<file path="src/hdl/mpevd_pkg.sv">
// ----------------------------------------------------------------------------
// mpevd_pkg
// Shared widths, register indexes and bundle types of the edge velocity damper.
// ----------------------------------------------------------------------------
package mpevd_pkg;

    localparam int INDEX_BITS_DEF = 16;
    localparam int DATA_W         = 32;
    localparam int RAD_W          = 31;
    localparam int CNT_W          = 17;
    localparam int SQ_W           = 2 * RAD_W;
    localparam int MAG_W          = 64;
    localparam int QUO_W          = 32;
    localparam int DEN_W          = 68;
    localparam int NUM_W          = 98;
    localparam int IDX_W          = 3;

    typedef enum logic [IDX_W-1:0] {
        REG_OUTER_RADIUS  = 3'd0,
        REG_FIRST_RADIUS  = 3'd1,
        REG_FIRST_CX      = 3'd2,
        REG_FIRST_CY      = 3'd3,
        REG_SECOND_RADIUS = 3'd4,
        REG_SECOND_CX     = 3'd5,
        REG_SECOND_CY     = 3'd6,
        REG_SPECIAL_COUNT = 3'd7
    } t_reg_idx;

    typedef struct packed {
        logic [SQ_W-1:0]          outer_sq;
        logic [SQ_W-1:0]          r1_sq;
        logic [SQ_W-1:0]          r2_sq;
        logic signed [DATA_W-1:0] c1x;
        logic signed [DATA_W-1:0] c1y;
        logic signed [DATA_W-1:0] c2x;
        logic signed [DATA_W-1:0] c2y;
        logic [CNT_W-1:0]         special;
    } t_cfg;

    typedef struct packed {
        logic                     held;
        logic                     dec;
        logic                     nz;
        logic                     flip_x;
        logic                     flip_y;
        logic signed [DATA_W-1:0] vx;
        logic signed [DATA_W-1:0] vy;
        logic signed [DATA_W-1:0] bx;
        logic signed [DATA_W-1:0] by;
    } t_side;

    typedef struct packed {
        logic [DEN_W-1:0] rem;
        logic [QUO_W-1:0] low;
        logic [QUO_W-1:0] quo;
    } t_lane;

endpackage

</file>
<file path="src/hdl/mpevd_out.sv">
// ----------------------------------------------------------------------------
// mpevd_out
// Final subtract and saturate, result select, and a two-word output skid.
// ----------------------------------------------------------------------------
module mpevd_out import mpevd_pkg::*; (
    input  logic              i_clk,
    input  logic              i_rst_n,
    input  logic              i_valid,
    input  logic [QUO_W-1:0]  i_qx,
    input  logic [QUO_W-1:0]  i_qy,
    input  t_side             i_side,
    input  logic              i_ready,
    output logic              o_en,
    output logic              o_valid,
    output logic [DATA_W-1:0] o_vx,
    output logic [DATA_W-1:0] o_vy,
    output logic              o_damped
);

    typedef struct packed {
        logic [DATA_W-1:0] vx;
        logic [DATA_W-1:0] vy;
        logic              damped;
    } t_res;

    localparam logic signed [34:0] SAT_MAX = 35'sd2147483647;
    localparam logic signed [34:0] SAT_MIN = -35'sd2147483648;

    function automatic logic [DATA_W-1:0] sat(input logic signed [34:0] v);
        logic [DATA_W-1:0] r;
        if (v > SAT_MAX)      r = SAT_MAX[DATA_W-1:0];
        else if (v < SAT_MIN) r = SAT_MIN[DATA_W-1:0];
        else                  r = v[DATA_W-1:0];
        return r;
    endfunction

    logic               r_f_valid, r_h_valid, r_s_valid;
    t_res               r_f, r_h, r_s;
    logic               n_h_valid, n_s_valid;
    t_res               n_h, n_s, c_res;
    logic signed [34:0] c_cx, c_cy;
    logic               c_en, c_push, c_pop;

    always_comb begin
        c_cx = i_side.flip_x ? -35'(i_qx) : 35'(i_qx);
        c_cy = i_side.flip_y ? -35'(i_qy) : 35'(i_qy);
        priority if (i_side.held) begin
            c_res.vx = '0;
            c_res.vy = '0;
        end else if (i_side.dec && i_side.nz) begin
            c_res.vx = sat(35'(i_side.vx) - c_cx);
            c_res.vy = sat(35'(i_side.vy) - c_cy);
        end else if (i_side.dec) begin
            // point at the origin keeps the cell velocity
            c_res.vx = i_side.vx;
            c_res.vy = i_side.vy;
        end else begin
            c_res.vx = i_side.bx;
            c_res.vy = i_side.by;
        end
        c_res.damped = i_side.dec;
    end

    // pipeline moves while the spare word is free
    assign c_en   = !r_s_valid;
    assign c_push = c_en && r_f_valid;
    assign c_pop  = r_h_valid && i_ready;

    always_comb begin
        n_h       = r_h;
        n_s       = r_s;
        n_h_valid = r_h_valid;
        n_s_valid = r_s_valid;
        if (c_pop) begin
            n_h       = r_s;
            n_h_valid = r_s_valid;
            n_s_valid = 1'b0;
        end
        if (c_push) begin
            if (!n_h_valid) begin
                n_h       = r_f;
                n_h_valid = 1'b1;
            end else begin
                n_s       = r_f;
                n_s_valid = 1'b1;
            end
        end
    end

    always_ff @(posedge i_clk) begin
        if (!i_rst_n) begin
            r_f_valid <= 1'b0;
            r_h_valid <= 1'b0;
            r_s_valid <= 1'b0;
        end else begin
            if (c_en) r_f_valid <= i_valid;
            r_h_valid <= n_h_valid;
            r_s_valid <= n_s_valid;
        end
    end

    always_ff @(posedge i_clk) begin
        if (c_en) r_f <= c_res;
        r_h <= n_h;
        r_s <= n_s;
    end

    assign o_en     = c_en;
    assign o_valid  = r_h_valid;
    assign o_vx     = r_h.vx;
    assign o_vy     = r_h.vy;
    assign o_damped = r_h.damped;

endmodule

</file>
<file path="config.mk">
export PLATFORM = sky130hd
export DESIGN_NAME = mpevd_out
export DESIGN_NICKNAME = d
export VERILOG_FILES = /design/src/hdl/mpevd_pkg.sv /design/src/hdl/mpevd_out.sv
export SDC_FILE = /design/constraint.sdc
export NUM_CORES = 1
export LEC_CHECK = 0
export ABC_AREA = 1
export CELL_PAD_IN_SITES_DETAIL_PLACEMENT = 0
export CELL_PAD_IN_SITES_GLOBAL_PLACEMENT = 1
export CORE_MARGIN = 10
export CORE_UTILIZATION = 35
export CTS_CLUSTER_SIZE = 8
export DETAILED_ROUTE_END_ITERATION = 16
export DONT_BUFFER_PORTS = 1
export PLACE_DENSITY_LB_ADDON = 0.25
export RECOVER_POWER = 50
export SLEW_MARGIN = 20
export SYNTH_ARGS = -nofsm -noshare
export SYNTH_HDL_FRONTEND = slang
export SYNTH_SLANG_ARGS = --single-unit
</file>
<file path="constraint.sdc">
create_clock -name i_clk -period 5.76 [get_ports i_clk]
set_input_delay 0.288 -clock i_clk [delete_from_list [all_inputs] [get_ports i_clk]]
set_output_delay 0.288 -clock i_clk [all_outputs]
set_load 0.01 [all_outputs]
</file>
==> impl_metrics.py, run 1 <==
metrics = {
    "flow_run": {
        "maxCapViolCount": 1,
    },
    "critical_path": {
        "worstReg2RegEnd": "r_f[47]",
        "crit_required_ps": 5990,
        "cp-start-kind": "input port",
        "r2r-start": "r_s_valid",
        "critPathMaxStageDelay_ps": 410,
        "worstPathMaxFanout": 31,
        "end_kind": "flop",
        "cp_data_arrival_time_ps": 4560,
        "worst_path_most_repeated_cell": "nand2_1",
        "critPathKind": "in2reg",
        "cpMaxStageDelayCell": "nor3_1",
        "reg2reg_depth": 2,
        "reg2reg_slack_ps": 1850,
    },
    "cells_and_area": {
        "area_growth_pct": 7.78,
        "fin_area_um2": 16000,
        "nNetsFinal": 2318,
        "fillCellCount": 4532,
        "drive_above_1_share": 0.0627,
    },
    "clock_network": {
        "ctsHoldBuffers": 5,
        "clockBufferDepth": 2,
        "htreeDepth": 4,
        "cts.sinks": 198,
        "postCtsSetupRepairBufs": 0,
        "clk_pin_slew_ps": 70,
        "cts_resized": 0,
        "clock-root-buffer": "clkbuf_16",
        "cts_tree": "yes",
        "insertion_delay_ps": 440,
        "numCtsBuffers": 17,
    },
    "yosys": {
        "yosys.area.top_type": "edfxtp_1",
        "synth_common_cells": "nand2_1 (592), inv_1 (257), nor2_1 (205)",
        "synth.distinct_cells": 44,
        "synth_warnings": 0,
        "syn_avg_cell_area_um2": 7.13,
        "synth_cells": 2081,
        "ys_seq_elements": 198,
        "synthFlopType": "edfxtp_1",
        "ys_async_sr_fraction": 0,
        "synthesis.area_um2": 14800,
        "synth_top_area_share": 0.263,
        "syn-num-nets": 2354,
        "netlist_top_cells_area": "edfxtp_1 (26%), nand2_1 (15%), dfxtp_1 (9.2%)",
        "yosysMostFrequentCell": "nand2_1",
        "synth-seq-area-share": 0.355,
        "synth-edff-count": 130,
    },
    "grt": {
        "antenna_found_initial": 2,
        "grt-ovfl-total": 0,
        "grtUsageTotal": 0.206,
        "grt_max_degree": 90,
        "grt_pass1_wl_um": 80200,
        "grt_pass1_vias": 12800,
    },
    "power_and_ir_drop": {
        "powerDensity_nw_per_um2": 278,
        "seqPwrFrac": 0.421,
        "ir_drop_uv": 164,
        "combinationalPowerShare": 0.306,
        "swShare": 0.368,
        "p_int_mw": 2.81,
        "p_switching_mw": 1.63,
        "p_clk_frac": 0.273,
        "power_leakage_nw": 7.40,
    },
    "floorplan": {
        "die_area_um2": 51000,
        "die_w_um": 226,
        "die_height_um": 226,
        "start_util": 0.354,
        "core_um2": 41900,
        "io_pins": 268,
        "core.rowCount": 75,
    },
    "detailed_routing": {
        "wl_per_cell_um": 20.7,
        "drc": 0,
        "drt-total-wl_um": 53700,
        "vias": 13400,
        "dr.pass1.iters": 5,
        "drt-initial-drc-count": 984,
        "via_per_inst": 5.17,
        "antenna_left": 0,
    },
    "timing": {
        "period_share": 0.752,
        "clock_skew_ps": 12.1,
        "setup_slack_ps": 1430,
        "worst_pin_slew_ps": 4080,
        "hold_violations": 0,
        "finalSetupViolations": 0,
        "drv_slew": 66,
        "setup_tns_ps": 0,
        "max_freq_ghz": 0.231,
        "slew_headroom": -1.72,
        "min_period_ps": 4330,
        "grt_setup_unrepaired": "false",
    },
    "placed_design": {
        "gp_congestion": 0.910,
        "placed_area_um2": 15300,
        "io_buffers": 0,
        "hpwl_um": 43200,
        "place_ws_ps": 994,
    },
    "hold_path": {
        "hold_path_end": "o_vx[6]",
        "hold_class": "in2reg",
        "hp-start": "i_ready",
        "hold_depth": 2,
    },
    "outcome": {
        "status": "finished with violations",
        "violations": "max-capacitance violations, max-slew violations",
    },
}
-- flip-flops by register name, indices dropped and copies added, names as in the netlist --
signal / count
r_f: 65
r_s: 65
o_vx: 32
o_vy: 32
o_damped: 1
o_valid: 1
r_f_valid: 1
r_s_valid: 1
-- cell usage in the layout, fill, tap and decap left out, types with 64 or more instances in the layout --
cell,count
nand2_1,591
inv_1,256
nor2_1,203
edfxtp_1,130
nand3_1,123
a21oi_1,121
xor2_1,88
a31oi_1,72
ha_1,70
dfxtp_1,68
a22oi_1,64
-- layer usage --
layer / track usage / vias to the layer above / part of all wire
met1: 0.316 / 6253 / 0.51
met4: 0.0342 / 0 / 0.010
li1: - / 6766 / -
met2: 0.287 / 393 / 0.40
met5: 0 / - / 0
met3: 0.0468 / 31 / 0.075
-- layout make-up --
cell class                 count  area, um^2  area share
timing repair buffer          19         154     0.00962
sequential                   198        5270       0.329
clock buffer                  18         429      0.0268
antenna                        1        2.50    0.000156
clock inverter                14         168      0.0105
inverter                     263         987      0.0617
tap                          539         674      0.0422
multi-input combinational   1546        8310       0.520
-- worst max path at each step --
stage | from | to | slack [ps] | cells after the start
after CTS | i_qx[2] | r_f[63] | 1440 | 29
after global routing | i_qx[2] | r_f[63] | 780 | 29
final | i_qx[2] | r_f[59] | 1430 | 30
after floorplan | r_s_valid | r_s[0] | 570 | 3
after global placement | i_qx[2] | r_f[59] | 990 | 26
after detailed placement | i_qx[2] | r_f[63] | 990 | 30
-- through the flow --
| step | utilization | std cells | hold slack, ps | power, mW |
|---|---|---|---|---|
| floorplan | - | 2081 | 387 | 2.85 |
| global placement | 0.366 | 2559 | 389 | 3.25 |
| detailed placement | 0.366 | 2559 | 389 | 3.24 |
| CTS | 0.381 | 2596 | 0.0512 | 4.47 |
| global route | 0.381 | 2597 | 1.64 | 4.73 |
| finish | 0.381 | 2598 | 24.0 | 4.44 |
-- power groups by stage --
| stage | Sequential, mW | Clock (mW) | Combinational, mW |
|---|---|---|---|
| after global routing | 1.89 | 1.30 | 1.54 |
| after detailed placement | 1.90 | 0 | 1.34 |
| after CTS | 1.87 | 1.24 | 1.35 |
| final | 1.87 | 1.21 | 1.36 |
| after global placement | 1.90 | 0 | 1.34 |
| after floorplan | 1.83 | 0 | 1.02 |
-- critical path, delay by kind of cell --
family | cells | cell delay [ps]
buf+inv | 4 | 540
simple gates | 22 | 2700
fa+ha+maj | 1 | 350
xor+xnor | 1 | 160
compound gates | 2 | 500
-- cell families (layout without fill, tap and decap cells) --
group,Yosys count,after routing,synth area share
AOI/OAI and AO/OA,325,325,0.136
xor gates and xnor gates,115,115,0.0679
adders and majority gates,72,72,0.0617
buffers and inverters,337,314,0.0869
DFF,198,198,0.355
other,0,1,0
and+or+nand+nor,1034,1034,0.293
Note: power is estimated with default switching activity, not from simulation.
==> run 2, diff against run 1 <==
--- a/config.mk
+++ b/config.mk
@@ -5,7 +5,7 @@
 export SDC_FILE = /design/constraint.sdc
 export NUM_CORES = 1
 export LEC_CHECK = 0
-export ABC_AREA = 1
+export ABC_AREA = 0
 export CELL_PAD_IN_SITES_DETAIL_PLACEMENT = 0
 export CELL_PAD_IN_SITES_GLOBAL_PLACEMENT = 1
 export CORE_MARGIN = 10
==> constraint.sdc (replaced) <==
create_clock -name i_clk -period 3.5 [get_ports i_clk]
set_input_delay 0.175 -clock i_clk [delete_from_list [all_inputs] [get_ports i_clk]]
set_output_delay 0.175 -clock i_clk [all_outputs]
set_load 0.01 [all_outputs]
==> run 2 against run 1 <==
  * The flow finishes with violations (max-capacitance violations, max-slew violations, negative setup slack)
  * Sequential cell count unchanged
  * Total power increased by 84%
  * Largest power group unchanged
  * Highest routed layer is now met5
  * Final cell count decreased by 9.2%
  * Critical path type unchanged
  * Die area decreased by 5.8%
  * Count of clock-buffer cells in the layout increased by 4
==> impl_metrics.py, run 2 <==
metrics = {
    "clock_network": {
        "cts.sinks": 198,
        "cts_tree": "yes",
        "clock-root-buffer": "clkbuf_16",
        "clk_pin_slew_ps": 70,
        "insertion_delay_ps": 430,
        "numCtsBuffers": 17,
        "clockBufferDepth": 2,
        "htreeDepth": 4,
    },
    "timing": {
        "grt_setup_unrepaired": "true",
        "drv_slew": 66,
        "slew_headroom": -0.203,
        "hold_violations": 0,
        "setup_slack_ps": -1030,
        "finalSetupViolations": 64,
        "setup_tns_ps": -53880,
        "clock_skew_ps": 8.47,
        "period_share": 1.30,
        "max_freq_ghz": 0.221,
        "worst_pin_slew_ps": 1800,
        "min_period_ps": 4530,
        "holdWs_ps": 17.1,
    },
    "detailed_routing": {
        "vias": 12800,
        "antenna_left": 0,
        "dr.pass1.iters": 6,
        "drc": 0,
        "via_per_inst": 5.43,
        "drt-total-wl_um": 52300,
        "drt-initial-drc-count": 920,
        "wl_per_cell_um": 22.2,
    },
    "yosys": {
        "synth-seq-area-share": 0.379,
        "synth-edff-count": 130,
        "synthFlopType": "edfxtp_1",
        "synth_cells": 1565,
        "yosys.area.top_type": "edfxtp_1",
        "syn-num-nets": 1838,
        "syn_avg_cell_area_um2": 8.88,
        "ys_seq_elements": 198,
        "synth.distinct_cells": 79,
        "synth_warnings": 0,
        "synth_top_area_share": 0.281,
        "yosysMostFrequentCell": "a21oi_1",
        "synthesis.area_um2": 13900,
        "synth_common_cells": "a21oi_1 (189), nor2_1 (164), nand2_1 (141)",
        "netlist_top_cells_area": "edfxtp_1 (28%), dfxtp_1 (9.8%), a21oi_1 (6.8%)",
        "ys_async_sr_fraction": 0,
    },
    "cells_and_area": {
        "fin_area_um2": 18800,
        "drive_above_1_share": 0.294,
        "area_growth_pct": 35.0,
        "final_common_cell": "buf_4",
        "mostFrequentLayoutCells": "buf_4 (291), nor2_1 (160), a21oi_1 (157)",
        "nNetsFinal": 2095,
        "top_regs": "r_f x65, r_s x65",
    },
    "placed_design": {
        "hpwl_um": 40900,
        "gp_congestion": 0.941,
        "placed_area_um2": 16800,
        "io_buffers": 0,
    },
    "critical_path": {
        "critPathKind": "in2reg",
        "critPathMaxStageDelay_ps": 430,
        "end_kind": "flop",
        "cp-start-kind": "input port",
        "worstPathMaxFanout": 7,
        "crit_chain": "nor3_4 -> nand3_2 -> or4_4 -> or4_4 -> or3_4 -> or2_4 -> o41ai_4 -> xor2_1 -> ha_1 -> buf_6 -> nand4_1 -> a21oi_1 -> a211o_1 -> buf_6 -> nor4b_4 -> nor4_2 -> nand4_1 -> buf_6 -> buf_12 -> nand2_8 -> a221o_2",
        "cpMaxStageDelayCell": "or4_4",
        "cp_data_arrival_time_ps": 4720,
        "crit_required_ps": 3690,
        "worst_path_most_repeated_cell": "buf_6",
    },
    "grt": {
        "grt_max_degree": 82,
        "grtUsageTotal": 0.208,
        "grt-ovfl-total": 0,
        "grt_pass1_vias": 12300,
        "antenna_found_initial": 13,
        "grt_pass1_wl_um": 76900,
    },
    "floorplan": {
        "core_um2": 38900,
        "die_w_um": 219,
        "die_area_um2": 48100,
        "die_height_um": 219,
        "io_pins": 268,
        "core.rowCount": 72,
        "start_util": 0.357,
    },
    "power_and_ir_drop": {
        "powerDensity_nw_per_um2": 436,
        "power_leakage_nw": 7.97,
        "ir_drop_uv": 356,
    },
    "flow_run": {
        "maxCapViolCount": 1,
    },
    "outcome": {
        "status": "finished with violations",
        "violations": "max-capacitance violations, max-slew violations, negative setup slack",
    },
    "hold_path": {
        "hold_class": "in2reg",
    },
}
==> run 2: cell type report <==
| cell class | instances | area (um^2) |
|---|---|---|
| clock inverters | 10 | 144 |
| diodes | 6 | 15.0 |
| flip-flops and latches | 198 | 5270 |
| fillers | 3817 | 20200 |
| inverters | 52 | 195 |
| clock buffers | 22 | 464 |
| repair buffers | 332 | 2740 |
| well taps | 518 | 648 |
| multi-input cells | 1221 | 9290 |
==> run 2: path summary, 6_finish.rpt <==
path,startpoint,to,slack (ps),depth (start not counted)
max,i_qx[3],r_f[57],-1030,21
min,i_side[132],r_f[8],20,1
min reg2reg,r_f[28],r_s[28],450,0
max reg2reg,r_s_valid,r_f[46],1230,2
==> run 2: critical path, delay by kind of cell <==
kind            cells  cell delay, ps
compound gates      4             940
xor+xnor            1             210
fa+ha+maj           1             300
buf+inv             4             550
simple gates       11            2520
==> run 2: what timing repair did <==
item                                    CTS  global route
hold buffers                              6             0
endpoints found under the setup margin   64            64
pin swaps                                53            46
setup buffers                            25            18
gates cloned                              1             2
hold endpoints to repair                 19             0
resized for setup                       107            71
==> run 2: layer usage <==
layer	global-route usage	part of all wire	vias up
met5	0	0.0011	-
met4	0.0453	0.013	8
met3	0.0491	0.074	39
met2	0.311	0.44	345
met1	0.296	0.47	6098
li1	-	-	6321
==> run 2: metrics by stage <==
step	cells	total power, mW	util	worst slack (ps)
6_report	2359	8.18	0.482	-1030
5_1_grt	2358	8.62	0.482	-1210
2_1_floorplan	1565	4.68	-	-1340
3_3_place_gp	2280	5.77	0.432	-1720
3_5_place_dp	2280	5.79	0.432	-1680
4_1_cts	2340	8.08	0.469	-974
==> run 2: cells by family (layout without fill, tap and decap cells) <==
family / after synthesis / count (layout) / synth area share
AND/OR/NAND/NOR: 459 / 461 / 0.156
AO/OA/AOI/OAI: 503 / 503 / 0.232
multiplexers: 68 / 68 / 0.0490
adder cells (fa/ha/maj): 72 / 72 / 0.0659
other: 0 / 6 / 0
flip-flops: 198 / 198 / 0.379
XOR/XNOR: 117 / 117 / 0.0737
buffers and inverters: 148 / 416 / 0.0442
==> run 2: report_power, final <==
group | internal [mW] | switching, mW
clock | 1.17 | 0.845
combinational | 1.51 | 1.55
sequential | 2.80 | 0.294
